### src/rtl/dsss_pkg.sv
// ----------------------------------------------------------------------------
// dsss_pkg
// Shared types and codes for the duplex stream start sequencer.
// ----------------------------------------------------------------------------
`default_nettype none

package dsss_pkg;

  localparam int unsigned KindW   = 4;
  localparam int unsigned FieldW  = 16;
  localparam int unsigned AnchorW = 32;
  localparam int unsigned ActW    = 4;
  localparam int unsigned PhaseW  = 3;

  // Input tdata: kind, epoch, group_count, anchor_value, zero fill to 72 bits
  localparam int unsigned InDataW  = 72;
  // Output tdata: action, anchor, main, playback, capture, confirmed, live
  localparam int unsigned OutDataW = 48;

  typedef enum logic [KindW-1:0] {
    K_BEGIN       = 4'd0,
    K_GEN_INVALID = 4'd1,
    K_CFG_OK      = 4'd2,
    K_CFG_FAIL    = 4'd3,
    K_CONN_OK     = 4'd4,
    K_CONN_FAIL   = 4'd5,
    K_ARMED       = 4'd6,
    K_ARM_FAIL    = 4'd7,
    K_DEV_OK      = 4'd8,
    K_DEV_REJECT  = 4'd9,
    K_TX_TS       = 4'd10,
    K_RX_HDR_ONLY = 4'd11,
    K_RX_USABLE   = 4'd12,
    K_CAP_EXPIRED = 4'd13,
    K_STOP        = 4'd14,
    K_RESERVED    = 4'd15
  } kind_e;

  typedef enum logic [ActW-1:0] {
    A_NONE      = 4'd0,
    A_APPLY_CFG = 4'd1,
    A_CONNECT   = 4'd2,
    A_START     = 4'd3,
    A_CONFIRM   = 4'd4,
    A_STOP_HOST = 4'd5,
    A_FAIL      = 4'd6,
    A_PLANT     = 4'd7,
    A_PUBLISH   = 4'd8,
    A_NO_DATA   = 4'd9,
    A_CAP_READY = 4'd10,
    A_CAP_DEG   = 4'd11
  } action_e;

  typedef enum logic [PhaseW-1:0] {
    PH_CFG  = 3'd0,
    PH_CONN = 3'd1,
    PH_ARM  = 3'd2,
    PH_RUN  = 3'd3,
    PH_STOP = 3'd4,
    PH_FAIL = 3'd5
  } phase_e;

  typedef enum logic [1:0] {
    PB_AWAIT_REF    = 2'd0,
    PB_AWAIT_ANCHOR = 2'd1,
    PB_RUNNING      = 2'd2
  } pb_e;

  typedef enum logic [1:0] {
    CAP_AWAIT_DATA = 2'd0,
    CAP_HDR_ONLY   = 2'd1,
    CAP_READY      = 2'd2,
    CAP_DEGRADED   = 2'd3
  } cap_e;

  localparam logic REG_CAPTURE_REF_GROUP = 1'b0;
  localparam logic REG_FIRST_CLOCK_GROUP = 1'b1;

  typedef struct packed {
    phase_e phase;
    pb_e    pb;
    cap_e   cap;
    logic   confirmed;
  } seq_state_t;

  typedef struct packed {
    logic [KindW-1:0]   kind;
    logic               epoch_match;
    logic [FieldW-1:0]  group_count;
    logic [AnchorW-1:0] anchor;
  } seq_event_t;

  typedef struct packed {
    action_e            action;
    logic [AnchorW-1:0] anchor;
  } seq_result_t;

endpackage

`default_nettype wire

### src/rtl/duplex_stream_start_sequencer_core.sv
// ----------------------------------------------------------------------------
// duplex_stream_start_sequencer_core
// Start sequencer for a duplex audio stream: one event in, one result out.
// ----------------------------------------------------------------------------
//  channel   direction  ports                          item
//  s_axis    in         s_axis_tvalid/tready/tdata     event: kind, epoch, group, anchor
//  m_axis    out        m_axis_tvalid/tready/tdata     action, anchor, phases, flags
//  cfg       in         cfg_valid/ready/index/data     register write
//
//  From accept to result an item passes the event register, then the result
//  register. One item per cycle sustained while m_axis_tready is high; state
//  updates as an item moves into the result register. A stall on m_axis holds
//  both stages and drops s_axis_tready once both are full. Reset leaves the
//  sequencer stopped with epoch zero and the registers at their reset values.
// ----------------------------------------------------------------------------
`default_nettype none

module duplex_stream_start_sequencer_core
  import dsss_pkg::*;
#(
  parameter int unsigned EPOCH_BITS  = 16,
  parameter int unsigned ANCHOR_BITS = 32
) (
  input  wire logic                clk_i,
  input  wire logic                rst_ni,
  input  wire logic                s_axis_tvalid,
  output logic                     s_axis_tready,
  // [3:0] kind, [19:4] epoch, [35:20] group_count, [67:36] anchor_value
  input  wire logic [InDataW-1:0]  s_axis_tdata,
  output logic                     m_axis_tvalid,
  input  wire logic                m_axis_tready,
  // [3:0] action, [35:4] action_anchor, [38:36] main_phase,
  // [40:39] playback_phase, [42:41] capture_phase, [43] start_confirmed,
  // [44] playback_live
  output logic [OutDataW-1:0]      m_axis_tdata,
  input  wire logic                cfg_valid,
  output logic                     cfg_ready,
  input  wire logic                cfg_index,
  input  wire logic [FieldW-1:0]   cfg_data
);

  localparam int unsigned EpW = (EPOCH_BITS < FieldW) ? EPOCH_BITS : FieldW;
  localparam int unsigned AnW = (ANCHOR_BITS < AnchorW) ? ANCHOR_BITS : AnchorW;

  logic [FieldW-1:0] capture_ref_group_q;
  logic [FieldW-1:0] first_clock_group_q;

  logic              ev_valid_q;
  logic [KindW-1:0]  ev_kind_q;
  logic [EpW-1:0]    ev_epoch_q;
  logic [FieldW-1:0] ev_group_q;
  logic [AnW-1:0]    ev_anchor_q;

  logic [EpW-1:0]    epoch_q;
  seq_state_t        state_q;
  seq_state_t        state_d;
  seq_event_t        evt;
  seq_result_t       res;

  logic                out_valid_q;
  logic [OutDataW-1:0] out_data_q;
  logic [OutDataW-1:0] out_data_d;

  logic out_load;
  logic ev_load;

  assign out_load      = ev_valid_q && (!out_valid_q || m_axis_tready);
  assign s_axis_tready = !ev_valid_q || out_load;
  assign ev_load       = s_axis_tvalid && s_axis_tready;
  assign cfg_ready     = 1'b1;

  assign evt.kind        = ev_kind_q;
  assign evt.epoch_match = (ev_epoch_q == epoch_q);
  assign evt.group_count = ev_group_q;
  assign evt.anchor      = AnchorW'(ev_anchor_q);

  dsss_step u_step (
    .cur_i               (state_q),
    .evt_i               (evt),
    .capture_ref_group_i (capture_ref_group_q),
    .first_clock_group_i (first_clock_group_q),
    .nxt_o               (state_d),
    .res_o               (res)
  );

  always_comb begin
    out_data_d        = '0;
    out_data_d[3:0]   = res.action;
    out_data_d[35:4]  = res.anchor;
    out_data_d[38:36] = state_d.phase;
    out_data_d[40:39] = state_d.pb;
    out_data_d[42:41] = state_d.cap;
    out_data_d[43]    = (state_d.phase == PH_RUN) && state_d.confirmed;
    out_data_d[44]    = (state_d.phase == PH_RUN) && (state_d.pb == PB_RUNNING);
  end

  always_ff @(posedge clk_i or negedge rst_ni) begin
    if (!rst_ni) begin
      capture_ref_group_q <= 16'd1;
      first_clock_group_q <= 16'd2;
    end else if (cfg_valid && cfg_ready) begin
      if (cfg_index == REG_CAPTURE_REF_GROUP) begin
        capture_ref_group_q <= cfg_data;
      end else begin
        first_clock_group_q <= cfg_data;
      end
    end
  end

  always_ff @(posedge clk_i or negedge rst_ni) begin
    if (!rst_ni) begin
      ev_valid_q  <= 1'b0;
      out_valid_q <= 1'b0;
      epoch_q     <= '0;
      state_q     <= '{phase: PH_STOP, pb: PB_AWAIT_REF, cap: CAP_AWAIT_DATA,
                       confirmed: 1'b0};
    end else begin
      if (ev_load) begin
        ev_valid_q <= 1'b1;
      end else if (out_load) begin
        ev_valid_q <= 1'b0;
      end
      if (out_load) begin
        out_valid_q <= 1'b1;
        state_q     <= state_d;
        if (ev_kind_q == K_BEGIN) begin
          epoch_q <= ev_epoch_q;
        end
      end else if (m_axis_tready) begin
        out_valid_q <= 1'b0;
      end
    end
  end

  always_ff @(posedge clk_i) begin
    if (ev_load) begin
      ev_kind_q   <= s_axis_tdata[3:0];
      ev_epoch_q  <= s_axis_tdata[4 +: EpW];
      ev_group_q  <= s_axis_tdata[35:20];
      ev_anchor_q <= s_axis_tdata[36 +: AnW];
    end
    if (out_load) begin
      out_data_q <= out_data_d;
    end
  end

  assign m_axis_tvalid = out_valid_q;
  assign m_axis_tdata  = out_data_q;

endmodule

`default_nettype wire

### src/rtl/dsss_step.sv
// ----------------------------------------------------------------------------
// dsss_step
// Next-state and action logic for one event of the start sequencer.
// ----------------------------------------------------------------------------
`default_nettype none

module dsss_step
  import dsss_pkg::*;
(
  input  var seq_state_t         cur_i,
  input  var seq_event_t         evt_i,
  input  wire logic [FieldW-1:0] capture_ref_group_i,
  input  wire logic [FieldW-1:0] first_clock_group_i,
  output seq_state_t             nxt_o,
  output seq_result_t            res_o
);

  logic terminal;
  logic live;

  assign terminal = (cur_i.phase == PH_STOP) || (cur_i.phase == PH_FAIL);
  assign live     = (cur_i.phase == PH_ARM) || (cur_i.phase == PH_RUN);

  always_comb begin
    nxt_o            = cur_i;
    res_o.action     = A_NONE;
    res_o.anchor     = '0;

    case (evt_i.kind)
      K_BEGIN: begin
        nxt_o.phase     = PH_CFG;
        nxt_o.pb        = PB_AWAIT_REF;
        nxt_o.cap       = CAP_AWAIT_DATA;
        nxt_o.confirmed = 1'b0;
        res_o.action    = A_APPLY_CFG;
      end
      K_GEN_INVALID: begin
        if (!terminal) begin
          nxt_o.phase     = PH_STOP;
          nxt_o.pb        = PB_AWAIT_REF;
          nxt_o.cap       = CAP_AWAIT_DATA;
          nxt_o.confirmed = 1'b0;
          res_o.action    = live ? A_STOP_HOST : A_NONE;
        end
      end
      default: begin
        // stale epoch, terminal phase or unused kind: ignored
        if (!terminal && evt_i.epoch_match && evt_i.kind != K_RESERVED) begin
          if (evt_i.kind == K_STOP) begin
            nxt_o.phase     = PH_STOP;
            nxt_o.pb        = PB_AWAIT_REF;
            nxt_o.cap       = CAP_AWAIT_DATA;
            nxt_o.confirmed = 1'b0;
            res_o.action    = live ? A_STOP_HOST : A_NONE;
          end else if (cur_i.phase == PH_CFG) begin
            if (evt_i.kind == K_CFG_OK) begin
              nxt_o.phase  = PH_CONN;
              res_o.action = A_CONNECT;
            end else if (evt_i.kind == K_CFG_FAIL) begin
              nxt_o.phase     = PH_FAIL;
              nxt_o.pb        = PB_AWAIT_REF;
              nxt_o.cap       = CAP_AWAIT_DATA;
              nxt_o.confirmed = 1'b0;
              res_o.action    = A_FAIL;
            end
          end else if (cur_i.phase == PH_CONN) begin
            if (evt_i.kind == K_CONN_OK) begin
              nxt_o.phase     = PH_ARM;
              nxt_o.pb        = PB_AWAIT_REF;
              nxt_o.cap       = CAP_AWAIT_DATA;
              nxt_o.confirmed = 1'b0;
              res_o.action    = A_START;
            end else if (evt_i.kind == K_CONN_FAIL) begin
              nxt_o.phase     = PH_FAIL;
              nxt_o.pb        = PB_AWAIT_REF;
              nxt_o.cap       = CAP_AWAIT_DATA;
              nxt_o.confirmed = 1'b0;
              res_o.action    = A_FAIL;
            end
          end else begin
            // arming or running
            if (cur_i.phase == PH_ARM && evt_i.kind == K_ARMED) begin
              nxt_o.phase     = PH_RUN;
              nxt_o.confirmed = 1'b0;
              res_o.action    = A_CONFIRM;
            end else if ((cur_i.phase == PH_ARM && evt_i.kind == K_ARM_FAIL) ||
                         (cur_i.phase == PH_RUN && evt_i.kind == K_DEV_REJECT &&
                          !cur_i.confirmed)) begin
              nxt_o.phase     = PH_FAIL;
              nxt_o.pb        = PB_AWAIT_REF;
              nxt_o.cap       = CAP_AWAIT_DATA;
              nxt_o.confirmed = 1'b0;
              res_o.action    = A_STOP_HOST;
            end else if (cur_i.phase == PH_RUN && evt_i.kind == K_DEV_OK) begin
              nxt_o.confirmed = 1'b1;
            end else if (evt_i.kind == K_TX_TS) begin
              if (cur_i.pb == PB_AWAIT_REF) begin
                if (evt_i.group_count == capture_ref_group_i) begin
                  nxt_o.pb     = PB_AWAIT_ANCHOR;
                  res_o.action = A_PLANT;
                  res_o.anchor = evt_i.anchor;
                end
              end else if (!(cur_i.pb == PB_AWAIT_ANCHOR &&
                             evt_i.group_count < first_clock_group_i)) begin
                nxt_o.pb     = PB_RUNNING;
                res_o.action = A_PUBLISH;
                res_o.anchor = evt_i.anchor;
              end
            end else if (evt_i.kind == K_RX_HDR_ONLY) begin
              if (cur_i.cap == CAP_AWAIT_DATA) begin
                nxt_o.cap    = CAP_HDR_ONLY;
                res_o.action = A_NO_DATA;
              end
            end else if (evt_i.kind == K_RX_USABLE) begin
              if (cur_i.cap != CAP_READY) begin
                nxt_o.cap    = CAP_READY;
                res_o.action = A_CAP_READY;
              end
            end else if (evt_i.kind == K_CAP_EXPIRED) begin
              if (cur_i.cap == CAP_AWAIT_DATA || cur_i.cap == CAP_HDR_ONLY) begin
                nxt_o.cap    = CAP_DEGRADED;
                res_o.action = A_CAP_DEG;
              end
            end
          end
        end
      end
    endcase
  end

endmodule

`default_nettype wire
### config.mk
export PLATFORM = sky130hd
export DESIGN_NAME = duplex_stream_start_sequencer_core
export DESIGN_NICKNAME = d
export VERILOG_FILES = /design/src/rtl/dsss_pkg.sv /design/src/rtl/duplex_stream_start_sequencer_core.sv /design/src/rtl/dsss_step.sv
export SDC_FILE = /design/constraint.sdc
export NUM_CORES = 1
export LEC_CHECK = 0
export BUFFER_PORTS_ARGS = -buffer_cell sky130_fd_sc_hd__buf_4
export CAP_MARGIN = 20
export CORE_MARGIN = 2
export CORE_UTILIZATION = 50
export CTS_BUF_LIST = sky130_fd_sc_hd__clkbuf_8
export CTS_CLUSTER_DIAMETER = 80
export DETAILED_ROUTE_END_ITERATION = 12
export HOLD_SLACK_MARGIN = 0.02
export PLACE_DENSITY = 0.78
export REMOVE_ABC_BUFFERS = 1
export SYNTH_ARGS = -nofsm -noshare
export SYNTH_HDL_FRONTEND = slang
export SYNTH_HIERARCHICAL = 1
export SYNTH_SLANG_ARGS = --single-unit
### constraint.sdc
create_clock -name clk_i -period 3.85 [get_ports clk_i]
set_clock_uncertainty 0.1 [all_clocks]
set_input_delay 0.5775 -clock clk_i [delete_from_list [all_inputs] [get_ports clk_i]]
set_output_delay 0.5775 -clock clk_i [all_outputs]
set_load 0.03 [all_outputs]
==> flow_summary.yaml, run 1 <==
power:
  switching_share_pct: 28.57
  pwr-share-comb_pct: 17.1
  intPower_uw: 3066
  ir_drop_uv: 282.2
  power_density_mw_per_mm2: 470.6
  power_leakage_uw: 0.003683
  clockPowerShare_pct: 29.7
  sequentialPowerShare_pct: 53.2
  switchingPower_uw: 1226
synthesis:
  syn_inst: 537
  ys_seq_elements: 171
  yosysMostFrequentCell: "edfxtp_1"
  synth_top_area_share_pct: 45.11
  synth_edf_count: 113
  yosysTopAreaCell: "edfxtp_1"
  netlist_area_mm2: 0.007522
  synthTopCellsByArea: "edfxtp_1, dfrtp_1, mux2_2"
  ys_seq_area_share_pct: 64.45
  ys_async_sr_fraction_pct: 33.92
  ys.flop_type: "edfxtp_1"
  yosysWarningCount: 6
  synth_common_cells: "edfxtp_1, dfrtp_1, mux2_2, and2_1, xnor2_1"
  ys_types: 61
  syn_avg_cell_area_um2: 14.01
detailed_routing:
  avgViaCountPerCell: 5.383
  wire_per_inst_um: 17.54
  vias: 4710
  finalWirelength_um: 15350
  drcViolationCount: 0
  drt-pass1-iter-count: 4
  ant_nets: 0
  drtIter0Drc: 268
timing:
  fmax_mhz: 328.4
  holdWs_ps: 88.84
  layout_min_cycle_time_ps: 3045
  setup_tns_ps: 0
  post-route-period-util_pct: 79.08
  fin_ws_ps: 805.3
  finalHoldViolCount: 0
  slew_viol_final: 0
  setup_violations: 0
  grt_setup_unrepaired: "false"
  worst_pin_slew_ps: 887.4
  maxSlewHeadroom_pct: 40.84
outcome:
  outcome: "complete, no violations"
clock_tree:
  cts_hold_buf: 0
  cts.htree.levels: 4
  numCtsBuffers: 17
  path_clk_slew_ps: 100
  cts_root_buf: "clkbuf_8"
  cts_tree: "yes"
  insertion_delay_ps: 460
  ctsResizeCount: 0
  cts_setup_buffers: 0
  cts.sinks: 171
  clockBufferDepth: 2
floorplanning:
  ios: 145
  die_h_um: 126.7
  die_area_mm2: 0.01604
  placementRows: 44
  initial_utilization_pct: 51.56
  dieWidth_um: 126.7
  core_mm2: 0.01459
placement:
  placed_cell_area_mm2: 0.008708
  port-buffer-count: 136
  place_ws_ps: 830.3
  gp_congestion: 0.8879
  detailedPlacementHpwl_um: 10940
  numPlacedInstances: 843
worst_setup_path:
  cp_slowest_cell: "edfxtp_1"
  worstSetupStartpointType: "flip-flop"
  crit_path_frequent_cell: "nand2_1"
  path_class: "reg2reg"
  critPathRequiredTime_ps: 4020
  worst_ep_arrival_time_ps: 3220
  cp_max_fo: 9
  path_depth: 11
  ff2ff_path_depth: 11
  cp_num_buf_inv: 1
  path_delay_family: "simple AND/OR/NAND/NOR gates"
  cp_cell_sequence: "xnor2_1 > nand4_1 > nor4_1 > buf_4 > o21ai_1 > nor2_1 > nand2_1 > o21ai_0 > o2bb2ai_1 > nand2_1 > nor4b_1"
  endpoint_kind: "flip-flop"
  crit_path_max_incr_delay_ps: 430
global_route:
  overflow: 0
  grt_pass1_vias: 4835
  grt_max_degree: 59
  antenna_found_initial: 0
  grt_pass1_wl_um: 24720
  grt.total_usage_pct: 20.12
final_layout:
  antenna_cells: 0
  final_area_mm2: 0.009120
  syn_to_final_growth_pct: 21.24
  drive_gt1_share_pct: 35.02
  layout.cells.non_filler: 875
  fin_nets: 787
worst_hold_path:
  hold_class: "in2async"
run:
  cap_violations: 0
-- power by group through the flow --
stage	Clock, µW	Sequential, µW	Combinational (µW)
finish	1270	2280	733
global route	1380	2310	797
CTS	1310	2280	733
detailed placement	0	2320	730
global placement	0	2310	709
floorplan	0	2360	405
-- metrics by stage --
| stage | power, µW | util, % |
|---|---|---|
| after floorplan | 2768 | - |
| after global placement | 3019 | 59.69 |
| after detailed placement | 3053 | 59.69 |
| after CTS | 4324 | 62.51 |
| after global routing | 4489 | 62.51 |
| final | 4292 | 62.51 |
-- cells by family (layout without fill, tap and decap cells) --
logic type / after synthesis / in the layout / synth area share [%]
XOR/XNOR: 32 / 32 / 3.726
AND/OR/NAND/NOR: 147 / 147 / 11.23
multiplexers: 56 / 56 / 8.882
buffers and inverters: 44 / 196 / 2.894
flip-flops: 171 / 171 / 64.45
adder cells (fa/ha/maj): 15 / 15 / 2.495
other: 2 / 4 / 0.09984
AO/OA/AOI/OAI: 70 / 70 / 6.221
-- worst paths after layout --
| kind | from | end | slack, ps |
|---|---|---|---|
| min reg2reg | first_clock_group_q[9] | first_clock_group_q[9] | 410 |
| max | ev_epoch_q[10] | m_axis_tdata[44] | 810 |
| min in group clk_i | s_axis_tdata[67] | ev_anchor_q[31] | 180 |
| min | rst_ni | capture_ref_group_q[1] | 90 |
| max in group asynchronous | rst_ni | state_q[2] | 3060 |
| max reg2reg | ev_epoch_q[10] | m_axis_tdata[44] | 810 |
-- flip-flops by register name, summed over array words and instances (netlist names) --
register,count
ev_anchor_q,32
m_axis_tdata,45
first_clock_group_q,16
ev_valid_q,1
capture_ref_group_q,16
epoch_q,16
ev_kind_q,4
m_axis_tvalid,1
ev_group_q,16
ev_epoch_q,16
state_q,8
-- routing by layer --
metal	vias up	wire length, µm	global-route usage, %
met2	128	7822	32.75
met5	-	0	0
met3	37	725	4.850
met4	0	527	10.21
li1	2251	-	-
met1	2294	6274	25.25
-- final cells by class --
class                   instances  area (µm²)
clock inverters                15       177.7
flip-flops and latches        171        4848
fillers                      1083        5469
repair buffers                143        1086
inverters                      21       78.83
well taps                     184       230.2
clock buffers                  17       234.0
multi-input cells             324        2465
-- cells in the final DEF, fill, tap and decap left out, types with 5 or more instances in the layout --
master,n
nor4_1,7
nor2_1,24
nand4_1,9
o21ai_0,12
a21oi_1,17
nand2b_1,10
edfxtp_1,113
xnor2_1,32
nand2_1,27
mux2_2,46
dfrtp_1,55
buf_4,142
o21ai_1,5
ha_1,15
mux2_4,10
inv_6,7
nor3_1,5
clkbuf_8,17
a21boi_0,5
inv_1,19
nand3_1,6
and2_1,32
(Power assumes the default switching activity.)
==> run 2, diff against run 1 <==
--- a/config.mk
+++ b/config.mk
@@ -13,7 +13,7 @@
 export CTS_CLUSTER_DIAMETER = 80
 export DETAILED_ROUTE_END_ITERATION = 12
 export HOLD_SLACK_MARGIN = 0.02
-export PLACE_DENSITY = 0.78
+export PLACE_DENSITY = 0.81
 export REMOVE_ABC_BUFFERS = 1
 export SYNTH_ARGS = -nofsm -noshare
 export SYNTH_HDL_FRONTEND = slang
==> constraint.sdc (replaced) <==
create_clock -name clk_i -period 2.5 [get_ports clk_i]
set_clock_uncertainty 0.1 [all_clocks]
set_input_delay 0.375 -clock clk_i [delete_from_list [all_inputs] [get_ports clk_i]]
set_output_delay 0.375 -clock clk_i [all_outputs]
set_load 0.03 [all_outputs]
==> run 2 against run 1 <==
  * The run now ends with negative setup slack left
  * Power is 64% higher
  * Clock power grew 57%
  * Register-to-register slack got worse by 980 ps
  * Worst setup slack lost 980 ps
  * Non-clock buffer count increased by 140
  * First-iteration DRC count is 43% higher
  * Largest cell class unchanged
==> flow_summary.yaml, run 2 (synthesized netlist as in run 1, its figures left out) <==
outcome:
  outcome: "finished with violations"
  violations: "negative setup slack"
power:
  switching_share_pct: 29.75
  switchingPower_uw: 2099
  clockPowerShare_pct: 28.2
  power_density_mw_per_mm2: 655.2
  intPower_uw: 4956
  power_leakage_uw: 0.004433
  sequentialPowerShare_pct: 49.9
  pwr-share-comb_pct: 21.9
  ir_drop_uv: 393.6
floorplanning:
  ios: 145
  dieWidth_um: 126.7
  core_mm2: 0.01459
  die_h_um: 126.7
  placementRows: 44
  initial_utilization_pct: 51.56
  die_area_mm2: 0.01604
placement:
  detailedPlacementHpwl_um: 11830
  numPlacedInstances: 897
  gp_congestion: 0.8723
  port-buffer-count: 136
  place_ws_ps: -242.1
  placed_cell_area_mm2: 0.009126
detailed_routing:
  wire_per_inst_um: 20.36
  drcViolationCount: 0
  finalWirelength_um: 20730
  drt-pass1-iter-count: 5
  vias: 5565
  drtIter0Drc: 384
  ant_nets: 0
  avgViaCountPerCell: 5.467
timing:
  layout_min_cycle_time_ps: 2674
  setup_violations: 40
  post-route-period-util_pct: 106.9
  grt_setup_unrepaired: "true"
  maxSlewHeadroom_pct: 46.56
  fmax_mhz: 374.0
  slew_viol_final: 0
  fin_ws_ps: -173.7
  worst_pin_slew_ps: 801.6
  finalHoldViolCount: 0
clock_tree:
  cts_root_buf: "clkbuf_8"
  insertion_delay_ps: 470
  clockBufferDepth: 2
  cts.sinks: 171
  numCtsBuffers: 17
  path_clk_slew_ps: 110
  cts.htree.levels: 4
  cts_tree: "yes"
worst_setup_path:
  worst_ep_arrival_time_ps: 2920
  worstSetupStartpointType: "flip-flop"
  crit_path_max_incr_delay_ps: 450
  endpoint_kind: "flip-flop"
  cp_max_fo: 8
  cp_slowest_cell: "or4_4"
  crit_path_frequent_cell: "buf_6"
  cp_cell_sequence: "ha_1 > and4_4 > nand2_2 > or4_4 > buf_6 > a41oi_4 > buf_6 > o21a_4 > and2_4"
  critPathRequiredTime_ps: 2750
  path_class: "reg2reg"
global_route:
  grt_pass1_wl_um: 30950
  overflow: 0
  grt_max_degree: 59
  antenna_found_initial: 0
  grt_pass1_vias: 5923
  grt.total_usage_pct: 25.41
final_layout:
  antenna_cells: 0
  fin_nets: 930
  syn_to_final_growth_pct: 43.15
  drive_gt1_share_pct: 45.08
  layout.cells.non_filler: 1018
  final_common_cell: "buf_4"
  largest_reg_flops: 45
  mostFrequentLayoutCells: "buf_4, edfxtp_1, dlygate4sd3_1"
  final_area_mm2: 0.01077
run:
  cap_violations: 0
worst_hold_path:
  hold_class: "in2reg"
==> run 2: cell types whose count changed in the layout (fill, tap and decap cells not counted), moves of 4 or more <==
cell           delta
dlygate4sd3_1    +70
buf_4            +64
and2_1           -17
and2_4           +17
buf_6             +5
o21ai_2           +5
nand2_1           -4
nand2_2           +4
nor4_1            -4
==> run 2: layout make-up <==
cell class / instances / area [µm²]
Clock inverter: 15 / 176.4
Inverter: 21 / 78.83
Clock buffer: 17 / 234.0
Tap cell: 184 / 230.2
Timing Repair Buffer: 283 / 2344
Multi-Input combinational cell: 327 / 2856
Sequential cell: 171 / 4848
Fill cell: 863 / 3821
==> run 2: routing by layer <==
metal / vias up / track usage, % / routed length (µm)
met5: - / 0 / 0
met4: 0 / 13.19 / 978
met3: 64 / 5.019 / 1159
met2: 250 / 44.10 / 10970
met1: 2713 / 29.99 / 7625
li1: 2538 / - / -
==> run 2: critical path, delay by kind of cell, from the launching register on <==
kind | cells | cell delay, ps
compound gates | 2 | 460
fa+ha+maj | 1 | 330
buf+inv | 2 | 310
flops | 1 | 410
simple gates | 4 | 940
==> run 2: power by group through the flow <==
stage | clock (µW) | combinational, µW | sequential, µW
2_1_floorplan | 0 | 624 | 3640
3_3_place_gp | 0 | 1250 | 3540
3_5_place_dp | 0 | 1300 | 3560
4_1_cts | 1990 | 1430 | 3500
5_1_grt | 2140 | 1640 | 3550
6_report | 1990 | 1540 | 3520
==> run 2: final timing paths <==
check | from | to | slack [ps] | cells past startpoint
worst max-delay path | ev_group_q[15] | m_axis_tdata[24] | -170 | 9
min in group asynchronous | rst_ni | capture_ref_group_q[10] | 440 | 2
worst min-delay path | cfg_data[7] | first_clock_group_q[7] | 50 | 2
max in group asynchronous | rst_ni | epoch_q[7] | 1340 | 2
worst max register to register | ev_group_q[15] | m_axis_tdata[24] | -170 | 9
worst min register to register | first_clock_group_q[9] | first_clock_group_q[9] | 410 | 1
==> run 2: timing repair <==
action	CTS	global route
gates resized for setup	29	60
hold buffers	70	0
endpoints found under the setup margin	45	52
buffers inserted	4	13
gates cloned	3	0
hold endpoints to repair	124	0
pin swaps	8	23
==> run 2: through the flow <==
stage	setup TNS, ps	util [%]	hold slack, ps	total power [µW]
after floorplan	-37950	-	-20.59	4263
after global placement	-4090	62.56	383.9	4794
after detailed placement	-8269	62.56	392.6	4859
after CTS	-562.4	71.39	32.35	6927
after global routing	-7034	73.81	36.55	7328
final	-4580	73.81	49.54	7055
==> run 3, diff against run 2 <==
--- a/config.mk
+++ b/config.mk
@@ -5,8 +5,10 @@
 export SDC_FILE = /design/constraint.sdc
 export NUM_CORES = 1
 export LEC_CHECK = 0
+export ABC_CLOCK_PERIOD_IN_PS = 2500
 export BUFFER_PORTS_ARGS = -buffer_cell sky130_fd_sc_hd__buf_4
-export CAP_MARGIN = 20
+export CAP_MARGIN = 15
+export CORE_ASPECT_RATIO = 0.7
 export CORE_MARGIN = 2
 export CORE_UTILIZATION = 50
 export CTS_BUF_LIST = sky130_fd_sc_hd__clkbuf_8
==> run 3 against run 2 <==
  * The run still ends with negative setup slack left
  * Clock power is 2% higher
  * Routed wire length increased by 1.2%
  * Utilization rose by 0.23 points
  * Die area about the same
  * Register-to-register slack got worse by 130 ps
  * Via count increased by 2.8%
  * Sequential power is essentially flat
  * Power is 1.1% higher
  * Non-clock buffer count is 9 higher
  * Critical path depth stayed put
  * Largest cell class unchanged
  * Largest power group unchanged
  * Highest routed layer unchanged
==> flow_summary.yaml, run 3 (synthesized netlist as in run 1, its figures left out) <==
outcome:
  outcome: "finished with violations"
  violations: "negative setup slack"
worst_setup_path:
  path_class: "reg2reg"
  cp_max_fo: 8
  reg2reg_slack_ps: -300
  worst_ep_arrival_time_ps: 3040
  worstSetupStartpointType: "flip-flop"
  critPathRequiredTime_ps: 2740
  endpoint_kind: "flip-flop"
power:
  ir_drop_uv: 438.5
  finalPower_uw: 7131
  intPower_uw: 4917
  power_leakage_uw: 0.004446
  switching_share_pct: 31.05
  sequentialPowerShare_pct: 49.4
  pwr-share-comb_pct: 22.1
  clockPowerShare_pct: 28.5
  switchingPower_uw: 2214
  power_density_mw_per_mm2: 654.3
detailed_routing:
  drt-pass1-iter-count: 8
  wire_per_inst_um: 20.21
  avgViaCountPerCell: 5.511
  ant_nets: 0
  drtIter0Drc: 512
  finalWirelength_um: 20970
  drcViolationCount: 0
  vias: 5720
clock_tree:
  cts.sinks: 171
  insertion_delay_ps: 480
  path_clk_slew_ps: 110
  cts_root_buf: "clkbuf_8"
  cts.htree.levels: 4
  cts_tree: "yes"
  numCtsBuffers: 17
  clockBufferDepth: 2
final_layout:
  syn_to_final_growth_pct: 44.89
  fin_nets: 939
  mostFrequentLayoutCells: "buf_4, edfxtp_1, dlygate4sd3_1"
  drive_gt1_share_pct: 43.53
  antenna_cells: 0
  final_common_cell: "buf_4"
  largest_reg_flops: 45
timing:
  slew_viol_final: 0
  setup_violations: 48
  maxSlewHeadroom_pct: 49.43
  fmax_mhz: 356.6
  grt_setup_unrepaired: "true"
  holdWs_ps: 51.32
  finalHoldViolCount: 0
  layout_min_cycle_time_ps: 2805
  fin_ws_ps: -304.6
  setup_tns_ps: -9367
  worst_pin_slew_ps: 758.6
  post-route-period-util_pct: 112.2
floorplanning:
  die_h_um: 106.6
  die_area_mm2: 0.01606
  initial_utilization_pct: 51.10
  dieWidth_um: 150.6
  ios: 145
  placementRows: 37
  core_mm2: 0.01472
global_route:
  antenna_found_initial: 0
  grt.total_usage_pct: 26.24
  grt_pass1_wl_um: 31250
  grt_pass1_vias: 5866
  grt_max_degree: 69
  overflow: 0
worst_hold_path:
  hold_class: "in2reg"
placement:
  port-buffer-count: 136
  gp_congestion: 0.9072
  detailedPlacementHpwl_um: 12440
  place_ws_ps: -272.4
run:
  cap_violations: 0
==> run 3: final cells by class <==
| class | count | area (µm²) |
|---|---|---|
| clock inverters | 15 | 190.2 |
| multi-input cells | 327 | 2839 |
| repair buffers | 292 | 2465 |
| clock buffers | 17 | 234.0 |
| well taps | 195 | 244.0 |
| fillers | 883 | 3822 |
| flip-flops and latches | 171 | 4848 |
| inverters | 21 | 78.83 |
==> run 3: final timing paths <==
check / start / end / cells past startpoint
setup / recovery: ev_group_q[14] / m_axis_tdata[12] / 9
hold / removal: cfg_data[5] / capture_ref_group_q[5] / 2
setup reg to reg: ev_group_q[14] / m_axis_tdata[12] / 9
hold reg to reg: first_clock_group_q[5] / first_clock_group_q[5] / 1
max in group asynchronous: rst_ni / state_q[1] / 2
min in group asynchronous: rst_ni / capture_ref_group_q[11] / 2
==> run 3: power by group through the flow <==
stage / registers [µW] / logic [µW] / clock network, µW
final: 3530 / 1570 / 2030
after global routing: 3560 / 1670 / 2190
after CTS: 3510 / 1460 / 2040
after detailed placement: 3560 / 1310 / 0
after global placement: 3540 / 1280 / 0
after floorplan: 3640 / 624 / 0
==> run 3: metal layers <==
| metal | GRT usage [%] | up-vias | share of wire, % |
|---|---|---|---|
| li1 | - | 2557 | - |
| met3 | 6.298 | 57 | 7.0 |
| met4 | 11.48 | 0 | 3.0 |
| met2 | 42.50 | 285 | 50 |
| met5 | 0 | - | 0 |
| met1 | 33.95 | 2821 | 40 |
==> run 3: what timing repair did <==
item | 4_1_cts | 5_1_grt
gates cloned | 3 | 0
gates resized for setup | 34 | 40
pin swaps | 23 | 22
endpoints found under the hold margin | 133 | 4
hold buffers | 78 | 3
endpoints found under the setup margin | 43 | 52
setup buffers | 5 | 6
==> run 3: critical path, stage by stage (launching register included) <==
cell and delay, ps:
edfxtp_1 450, ha_4 300, and4_1 250, nand2_2 60
or4_4 540, buf_6 140, a41oi_4 310, buf_12 170
o21a_4 190, and2_1 160
==> run 3: per-stage QoR <==
stage / cell area [µm²] / instances / util, %
finish: 10900 / 1038 / 74.04
global route: 10900 / 1038 / 74.04
CTS: 10610 / 1029 / 72.10
detailed placement: 9175 / 911 / 62.32
global placement: 9175 / 911 / 62.32
floorplan: 7391 / 516 / -
